<file path="config.mk">
export PLATFORM = sky130hd
export DESIGN_NAME = bounded_deque
export DESIGN_NICKNAME = d
export VERILOG_FILES = /design/src/rtl/core/dq_pkg.sv /design/src/rtl/core/dq_store.sv /design/src/rtl/core/dq_ctrl.sv /design/src/rtl/core/dq_outreg.sv /design/src/rtl/core/bounded_deque.sv
export SDC_FILE = /design/constraint.sdc
export NUM_CORES = 2
export LEC_CHECK = 0
export ABC_AREA = 1
export BUFFER_PORTS_ARGS = -buffer_cell sky130_fd_sc_hd__buf_2
export CAP_MARGIN = 30
export CORE_ASPECT_RATIO = 0.8
export CORE_MARGIN = 2
export CORE_UTILIZATION = 45
export CTS_CLUSTER_DIAMETER = 150
export CTS_CLUSTER_SIZE = 12
export DETAILED_ROUTE_END_ITERATION = 8
export SYNTH_ARGS = -nofsm -noshare
export SYNTH_HDL_FRONTEND = slang
export SYNTH_HIERARCHICAL = 1
export SYNTH_SLANG_ARGS = --single-unit
export TNS_END_PERCENT = 50
</file>
<file path="constraint.sdc">
create_clock -name clk -period 5.4 [get_ports clk]
set_input_delay 0.27 -clock clk [delete_from_list [all_inputs] [get_ports clk]]
set_output_delay 0.27 -clock clk [all_outputs]
set_load 0.005 [all_outputs]
</file>
<file path="src/rtl/core/dq_pkg.sv">
// Package for the bounded deque: sizes, operation and status codes,
// controller states and the structs passed between the core modules.
// No dependencies.
package dq_pkg;

	localparam int DEPTH   = 64;                // entries in the ring store, 2..64
	localparam int ADDR_W  = $clog2(DEPTH);     // ring index width
	localparam int CNT_W   = ADDR_W + 1;        // holds 0..DEPTH
	localparam int DATA_W  = 32;
	localparam int COUNT_W = 7;                 // width of the count port

	typedef enum logic [2:0] {
		OP_PUSH_FRONT = 3'd0,
		OP_PUSH_BACK  = 3'd1,
		OP_POP_FRONT  = 3'd2,
		OP_POP_BACK   = 3'd3,
		OP_CLEAR      = 3'd4,
		OP_DUMP_FWD   = 3'd5,
		OP_DUMP_REV   = 3'd6
	} op_t;

	typedef enum logic [1:0] {
		STAT_OK    = 2'd0,
		STAT_EMPTY = 2'd1,
		STAT_FULL  = 2'd2
	} status_t;

	typedef enum logic [1:0] {
		ST_IDLE,
		ST_RESP,
		ST_DUMP
	} state_t;

	typedef struct packed {
		logic              wr_en;
		logic [ADDR_W-1:0] wr_addr;
		logic [DATA_W-1:0] wr_data;
		logic              rd_en;
		logic [ADDR_W-1:0] rd_addr;
	} mem_req_t;

	typedef struct packed {
		status_t                   status;
		logic                      has_data;
		logic signed [DATA_W-1:0]  data;
		logic                      last;
		logic [COUNT_W-1:0]        count;
	} result_t;

	// Ring position base + off, with base < DEPTH and off <= DEPTH.
	function automatic logic [ADDR_W-1:0] ring_pos(input logic [ADDR_W-1:0] base,
			input logic [CNT_W-1:0] off);
		logic [CNT_W-1:0] sum;
		sum = {1'b0, base} + off;
		if (sum >= CNT_W'(DEPTH)) begin
			sum = sum - CNT_W'(DEPTH);
		end
		return sum[ADDR_W-1:0];
	endfunction

endpackage

</file>
<file path="src/rtl/core/dq_store.sv">
// Ring entry store: one write port, one read port, registered read data.
// Depends on dq_pkg.
module dq_store (
	input  logic                     clk,
	input  dq_pkg::mem_req_t         req,
	output logic [dq_pkg::DATA_W-1:0] rd_data
);

	logic [dq_pkg::DATA_W-1:0] entry_mem [dq_pkg::DEPTH];
	logic [dq_pkg::DATA_W-1:0] rd_data_q;

	always_ff @(posedge clk) begin
		if (req.wr_en) begin
			entry_mem[req.wr_addr] <= req.wr_data;
		end
	end

	// read data holds until the next read, so a stalled result keeps its value
	always_ff @(posedge clk) begin
		if (req.rd_en) begin
			rd_data_q <= entry_mem[req.rd_addr];
		end
	end

	assign rd_data = rd_data_q;

endmodule

</file>
<file path="src/rtl/core/dq_ctrl.sv">
// Deque controller: front/count registers, request decode, store access
// and the dump walk. Depends on dq_pkg.
module dq_ctrl (
	input  logic                             clk,
	input  logic                             arst_n,
	input  logic                             in_valid,
	output logic                             in_ready,
	input  dq_pkg::op_t                      op,
	input  logic signed [dq_pkg::DATA_W-1:0] value,
	output dq_pkg::mem_req_t                 mem_req,
	input  logic [dq_pkg::DATA_W-1:0]        rd_data,
	output logic                             emit_valid,
	output dq_pkg::result_t                  emit,
	input  logic                             slot_free
);

	dq_pkg::state_t                state_q, state_d;
	logic [dq_pkg::ADDR_W-1:0]     front_q, front_d;
	logic [dq_pkg::CNT_W-1:0]      cnt_q, cnt_d;
	logic [dq_pkg::CNT_W-1:0]      idx_q, idx_d;
	logic                          rev_q, rev_d;
	dq_pkg::status_t               stat_q, stat_d;
	logic                          hasd_q, hasd_d;

	logic [dq_pkg::CNT_W-1:0]      idx_next;
	logic [dq_pkg::CNT_W-1:0]      dump_base;
	logic [dq_pkg::CNT_W-1:0]      dump_off;
	logic                          rev_sel;
	logic                          dump_last;
	logic                          full;
	logic                          empty;

	assign idx_next  = idx_q + dq_pkg::CNT_W'(1);
	assign dump_base = (state_q == dq_pkg::ST_IDLE) ? '0 : idx_next;
	assign rev_sel   = (state_q == dq_pkg::ST_IDLE) ? (op == dq_pkg::OP_DUMP_REV) : rev_q;
	assign dump_off  = rev_sel ? (cnt_q - dq_pkg::CNT_W'(1) - dump_base) : dump_base;
	assign dump_last = (idx_next == cnt_q);
	assign full      = (cnt_q == dq_pkg::CNT_W'(dq_pkg::DEPTH));
	assign empty     = (cnt_q == '0);

	always_ff @(posedge clk or negedge arst_n) begin
		if (!arst_n) begin
			state_q <= dq_pkg::ST_IDLE;
			front_q <= '0;
			cnt_q   <= '0;
			idx_q   <= '0;
			rev_q   <= 1'b0;
			stat_q  <= dq_pkg::STAT_OK;
			hasd_q  <= 1'b0;
		end else begin
			state_q <= state_d;
			front_q <= front_d;
			cnt_q   <= cnt_d;
			idx_q   <= idx_d;
			rev_q   <= rev_d;
			stat_q  <= stat_d;
			hasd_q  <= hasd_d;
		end
	end

	always_comb begin
		state_d    = state_q;
		front_d    = front_q;
		cnt_d      = cnt_q;
		idx_d      = idx_q;
		rev_d      = rev_q;
		stat_d     = stat_q;
		hasd_d     = hasd_q;
		in_ready   = 1'b0;
		mem_req    = '0;
		emit_valid = 1'b0;
		emit       = '0;

		case (state_q)
			dq_pkg::ST_IDLE: begin
				in_ready = 1'b1;
				if (in_valid) begin
					stat_d  = dq_pkg::STAT_OK;
					hasd_d  = 1'b0;
					state_d = dq_pkg::ST_RESP;
					case (op)
						dq_pkg::OP_PUSH_FRONT, dq_pkg::OP_PUSH_BACK: begin
							if (full) begin
								stat_d = dq_pkg::STAT_FULL;
							end else begin
								mem_req.wr_en   = 1'b1;
								mem_req.wr_data = value;
								if (op == dq_pkg::OP_PUSH_FRONT) begin
									front_d         = dq_pkg::ring_pos(front_q,
										dq_pkg::CNT_W'(dq_pkg::DEPTH - 1));
									mem_req.wr_addr = front_d;
								end else begin
									mem_req.wr_addr = dq_pkg::ring_pos(front_q, cnt_q);
								end
								cnt_d = cnt_q + dq_pkg::CNT_W'(1);
							end
						end
						dq_pkg::OP_POP_FRONT, dq_pkg::OP_POP_BACK: begin
							if (empty) begin
								stat_d = dq_pkg::STAT_EMPTY;
							end else begin
								hasd_d        = 1'b1;
								mem_req.rd_en = 1'b1;
								if (op == dq_pkg::OP_POP_FRONT) begin
									mem_req.rd_addr = front_q;
									front_d = dq_pkg::ring_pos(front_q, dq_pkg::CNT_W'(1));
								end else begin
									mem_req.rd_addr = dq_pkg::ring_pos(front_q,
										cnt_q - dq_pkg::CNT_W'(1));
								end
								cnt_d = cnt_q - dq_pkg::CNT_W'(1);
							end
						end
						dq_pkg::OP_CLEAR: begin
							cnt_d   = '0;
							front_d = '0;
						end
						dq_pkg::OP_DUMP_FWD, dq_pkg::OP_DUMP_REV: begin
							if (empty) begin
								stat_d = dq_pkg::STAT_EMPTY;
							end else begin
								// fetch the first entry now, walk the rest in ST_DUMP
								mem_req.rd_en   = 1'b1;
								mem_req.rd_addr = dq_pkg::ring_pos(front_q, dump_off);
								idx_d   = '0;
								rev_d   = rev_sel;
								state_d = dq_pkg::ST_DUMP;
							end
						end
						default: begin
						end
					endcase
				end
			end

			dq_pkg::ST_RESP: begin
				emit_valid    = 1'b1;
				emit.status   = stat_q;
				emit.has_data = hasd_q;
				emit.data     = hasd_q ? signed'(rd_data) : '0;
				emit.last     = 1'b1;
				emit.count    = dq_pkg::COUNT_W'(cnt_q);
				if (slot_free) begin
					state_d = dq_pkg::ST_IDLE;
				end
			end

			dq_pkg::ST_DUMP: begin
				emit_valid    = 1'b1;
				emit.status   = dq_pkg::STAT_OK;
				emit.has_data = 1'b1;
				emit.data     = signed'(rd_data);
				emit.last     = dump_last;
				emit.count    = dq_pkg::COUNT_W'(cnt_q);
				if (slot_free) begin
					if (dump_last) begin
						state_d = dq_pkg::ST_IDLE;
					end else begin
						mem_req.rd_en   = 1'b1;
						mem_req.rd_addr = dq_pkg::ring_pos(front_q, dump_off);
						idx_d           = idx_next;
					end
				end
			end

			default: begin
				state_d = dq_pkg::ST_IDLE;
			end
		endcase
	end

endmodule

</file>
<file path="src/rtl/core/dq_outreg.sv">
// Output register between the controller and the result channel.
// Depends on dq_pkg.
module dq_outreg (
	input  logic                             clk,
	input  logic                             arst_n,
	input  logic                             emit_valid,
	input  dq_pkg::result_t                  emit,
	output logic                             slot_free,
	output logic                             out_valid,
	input  logic                             out_ready,
	output logic [1:0]                       status,
	output logic                             has_data,
	output logic signed [dq_pkg::DATA_W-1:0] data,
	output logic                             last,
	output logic [dq_pkg::COUNT_W-1:0]       count
);

	logic            valid_q;
	dq_pkg::result_t res_q;

	assign slot_free = !valid_q || out_ready;

	always_ff @(posedge clk or negedge arst_n) begin
		if (!arst_n) begin
			valid_q <= 1'b0;
		end else if (emit_valid && slot_free) begin
			valid_q <= 1'b1;
		end else if (out_ready) begin
			valid_q <= 1'b0;
		end
	end

	always_ff @(posedge clk) begin
		if (emit_valid && slot_free) begin
			res_q <= emit;
		end
	end

	assign out_valid = valid_q;
	assign status    = res_q.status;
	assign has_data  = res_q.has_data;
	assign data      = res_q.data;
	assign last      = res_q.last;
	assign count     = res_q.count;

endmodule

</file>
<file path="src/rtl/core/bounded_deque.sv">
// Bounded double-ended queue of signed 32-bit words in a 64-entry ring.
// Request channel: in_valid/in_ready with operation and value. Result
// channel: out_valid/out_ready with status, has_data, data, last, count.
// Every request gives one result, except a dump of a non-empty queue,
// which gives one result per entry with last set on the final one.
// The first result of a request goes from the controller's response or
// dump state into the output register, after the store's registered
// read for a pop or dump; the controller handles one request at a time,
// so push, pop, clear and the unused code each finish before the next.
// A dump of N entries returns N results, one per cycle while the
// receiver keeps out_ready high; no request is taken until it ends.
// The next request is taken while the last result still waits in the
// output register. When the receiver stalls, the result holds and the
// controller waits; the queue state does not change meanwhile.
// Reset empties the queue (front and count go to zero) at once; the
// store itself is not cleared, since only live entries are read.
// Depends on dq_pkg, dq_store, dq_ctrl, dq_outreg.
module bounded_deque (
	input  logic                             clk,
	input  logic                             arst_n,
	input  logic                             in_valid,
	output logic                             in_ready,
	input  logic [2:0]                       operation,
	input  logic signed [dq_pkg::DATA_W-1:0] value,
	output logic                             out_valid,
	input  logic                             out_ready,
	output logic [1:0]                       status,
	output logic                             has_data,
	output logic signed [dq_pkg::DATA_W-1:0] data,
	output logic                             last,
	output logic [dq_pkg::COUNT_W-1:0]       count
);

	dq_pkg::mem_req_t          mem_req;
	logic [dq_pkg::DATA_W-1:0] rd_data;
	logic                      emit_valid;
	dq_pkg::result_t           emit;
	logic                      slot_free;

	dq_store u_store (
		.clk     (clk),
		.req     (mem_req),
		.rd_data (rd_data)
	);

	dq_ctrl u_ctrl (
		.clk        (clk),
		.arst_n     (arst_n),
		.in_valid   (in_valid),
		.in_ready   (in_ready),
		.op         (dq_pkg::op_t'(operation)),
		.value      (value),
		.mem_req    (mem_req),
		.rd_data    (rd_data),
		.emit_valid (emit_valid),
		.emit       (emit),
		.slot_free  (slot_free)
	);

	dq_outreg u_outreg (
		.clk        (clk),
		.arst_n     (arst_n),
		.emit_valid (emit_valid),
		.emit       (emit),
		.slot_free  (slot_free),
		.out_valid  (out_valid),
		.out_ready  (out_ready),
		.status     (status),
		.has_data   (has_data),
		.data       (data),
		.last       (last),
		.count      (count)
	);

endmodule

</file>
==> results.md <==
- Status: finished, final reports clean
- Design area: 98900 um^2
- Mapped Area: 88200 um^2
- Period utilization: 95.3%
- Synth Warn #: 6
- Peak Freq: 194 MHz
- Clk pin slew, worst setup/hold paths: 60 ps
- Syn avg cell area: 11.8 um^2
- DR pass1 iterations: 7
- Chip Height: 400 um
- Synth cell types: 41
- Total global routing overflow: 0
- Largest net degree at the start of global routing: 165
- Layout cells sized above 1: 9.49%
- Most frequent cells in the layout: 2384 x nand2_1, 2123 x edfxtp_1, 1934 x nand3_1
- H-tree depth: 4
- Die area: 200000 um^2
- Post-Route WL: 268000 um
- Clock Latency Late Sink: 850 ps
- Total global-route track usage: 26.6%
- Setup-failing EPs final: 0
- PortBufs: 83
- Synth Net Count: 7545
- Root Driver: clkbuf_16
- HPWL Detailed: 150000 um
- RR Endpoint: u_store/rd_data[25]
- Worst path top cell family by delay: simple AND/OR/NAND/NOR gates
- # IOs: 84
- Final nets: 7663
- Req. time, crit path: 5970 ps
- Leak Pwr: 35.4 nW
- Chip Width: 499 um
- Slew headroom: 28.3%
- CTS tree: done
- Slowest library cell on the worst path: dfrtp_1
- Setup crit start kind: flip-flop
- Critical path arrival: 5720 ps
- Row count: 145
- Clock Sinks: 2150
- Finished Layout Cells: 10200
- Sequential cell area: 64400 um^2
- Iteration-0 DRC Markers: 8500
- Max_cap viols: 0
- Vias per cell: 5.85
- Post-synthesis sequential area ratio: 73.0%
- Initial Util: 45.2%
- Number of max-slew violations in the final report: 0
- Deepest clock path buffer count: 3
- Placeable Area: 195000 um^2
- Dpl cells: 9946
- Peak supply drop: 0.000336 V
- Initial antenna violation count: 13
- # fillers: 16700
- Total number of vias: 59500
- Worst Setup End Kind: flip-flop
- Crit Path Max Fanout: 36
- Routability cong.: 0.879
- CTS Buf Count: 197
- Final min period: 5150 ps
- Most common cell after layout, fill and taps aside: nand2_1
- First-pass GRT wire length: 389000 um
- R2R cell count: 25
- Unrepaired setup endpoints after global routing: yes
- Postcts setup bufs: 0
- Layout area overhead: 12.1%
- Worst min-delay path class: primary input to async pin
- Stages on worst setup path: 25
- Drt wl/cell: 26.3 um
- Ys async rst share: 1.26%
- Vias in the first global route: 55600
- Antenna-violating nets left: 0
- Power Density: 455 nW/um^2
- Area post-placement: 93400 um^2
- Syn Inst Count: 7472
- RR Startpoint: u_ctrl/idx_q[1]
- Slowest stage delay, CP: 420 ps
- Worst path buffer plus inverter count: 5
- Worst R2R Setup Slack: 250 ps
- Post-synthesis register bit count: 2150
- Worst-Margin Slew: 1080 ps
- Multi-input logic area: 21700 um^2
- Critical path class: flip-flop to flip-flop
- CP most frequent cell: nand2_1
- Clock skew: 44.7 ps
- Post-synth EDFFs: 2123
- Post-synth top flop: edfxtp_1
- Post-route DRC violation count: 0
- Hold Vio Cnt, Final: 0
- Hold WS: 26.0 ps
## per-layer routing
layer	global-route usage (%)	up-vias	share of wire [%]
li1	-	26400	-
met1	39.7	29400	42
met2	39.0	3308	44
met3	6.06	357	12
met4	7.44	6	2.6
met5	0	-	0.012
## area by class of cell
type / instances / area share (%)
diodes: 3 / 0.00759
clock buffers: 205 / 5.06
clock inverters: 14 / 0.225
inverters: 166 / 0.668
multi-input cells: 4697 / 21.9
flip-flops and latches: 2150 / 65.2
well taps: 2572 / 3.26
repair buffers: 378 / 3.68
## what timing repair did
action | 4_1_cts | 5_1_grt
hold buffers | 15 | 0
setup endpoints to repair | 0 | 20
gates resized for setup | 0 | 19
hold endpoints to repair | 125 | 0
## worst max path at each step
stage	slack [ps]	from	endpoint
3_5_place_dp	30	u_ctrl/state_q[0]	u_store/rd_data[1]
4_1_cts	30	u_ctrl/state_q[0]	u_store/rd_data[1]
3_3_place_gp	7	u_ctrl/state_q[0]	u_store/rd_data[1]
2_1_floorplan	440	u_ctrl/cnt_q[0]	u_store/entry_mem[55][0]
5_1_grt	-30	u_ctrl/state_q[1]	u_store/rd_data[26]
6_report	250	u_ctrl/idx_q[1]	u_store/rd_data[25]
## per-stage QoR
| stage | worst slack [ps] | TNS [ps] | power (W) | util, % |
|---|---|---|---|---|
| 2_1_floorplan | 441 | 0 | 0.0272 | - |
| 4_1_cts | 27.0 | 0 | 0.0449 | 50.6 |
| 6_report | 252 | 0 | 0.0450 | 50.7 |
| 3_3_place_gp | 6.52 | 0 | 0.0325 | 47.8 |
| 3_5_place_dp | 31.0 | 0 | 0.0326 | 47.9 |
| 5_1_grt | -28.4 | -28.4 | 0.0468 | 50.7 |
## synthesized netlist by cell type, drive strengths merged (4+ instances only)
cell	n	area share, %
nand2	2387	10
dfrtp	27	0.77
nor3	20	0.14
ha	30	0.43
clkbuf	87	0.37
o21ai	58	0.35
edfxtp	2123	72
buf	372	2.3
nor2	174	0.75
a31oi	4	0.028
nand3	1948	11
nand4	9	0.064
xnor2	9	0.089
inv	166	0.71
xor2	14	0.14
o211ai	4	0.034
fa	4	0.091
a21oi	22	0.12
## registers in the layout (all words and copies together) (netlist names), 6 cells and up
name	count
u_store/entry_mem	2048
u_outreg/count	7
u_ctrl/front_q	6
u_ctrl/cnt_q	7
u_store/rd_data	32
u_outreg/data	32
u_ctrl/idx_q	7
## kinds of logic after synthesis
logic type               after synthesis  share of synthesized area [%]
XOR/XNOR                              23                          0.228
AO/OA/AOI/OAI                        101                          0.647
AND/OR/NAND/NOR                     4539                           22.2
buffers and inverters                625                           3.37
adder cells (fa/ha/maj)               34                          0.516
flip-flops                          2150                           73.0
## report_power, final
| part | switching [W] | internal, W | leakage, nW |
|---|---|---|---|
| Clock | 0.00590 | 0.00652 | 2.56 |
| Combinational | 0.00970 | 0.00375 | 13.0 |
| Sequential | 0.000254 | 0.0189 | 19.8 |
Note: power is estimated with default switching activity, not from simulation.
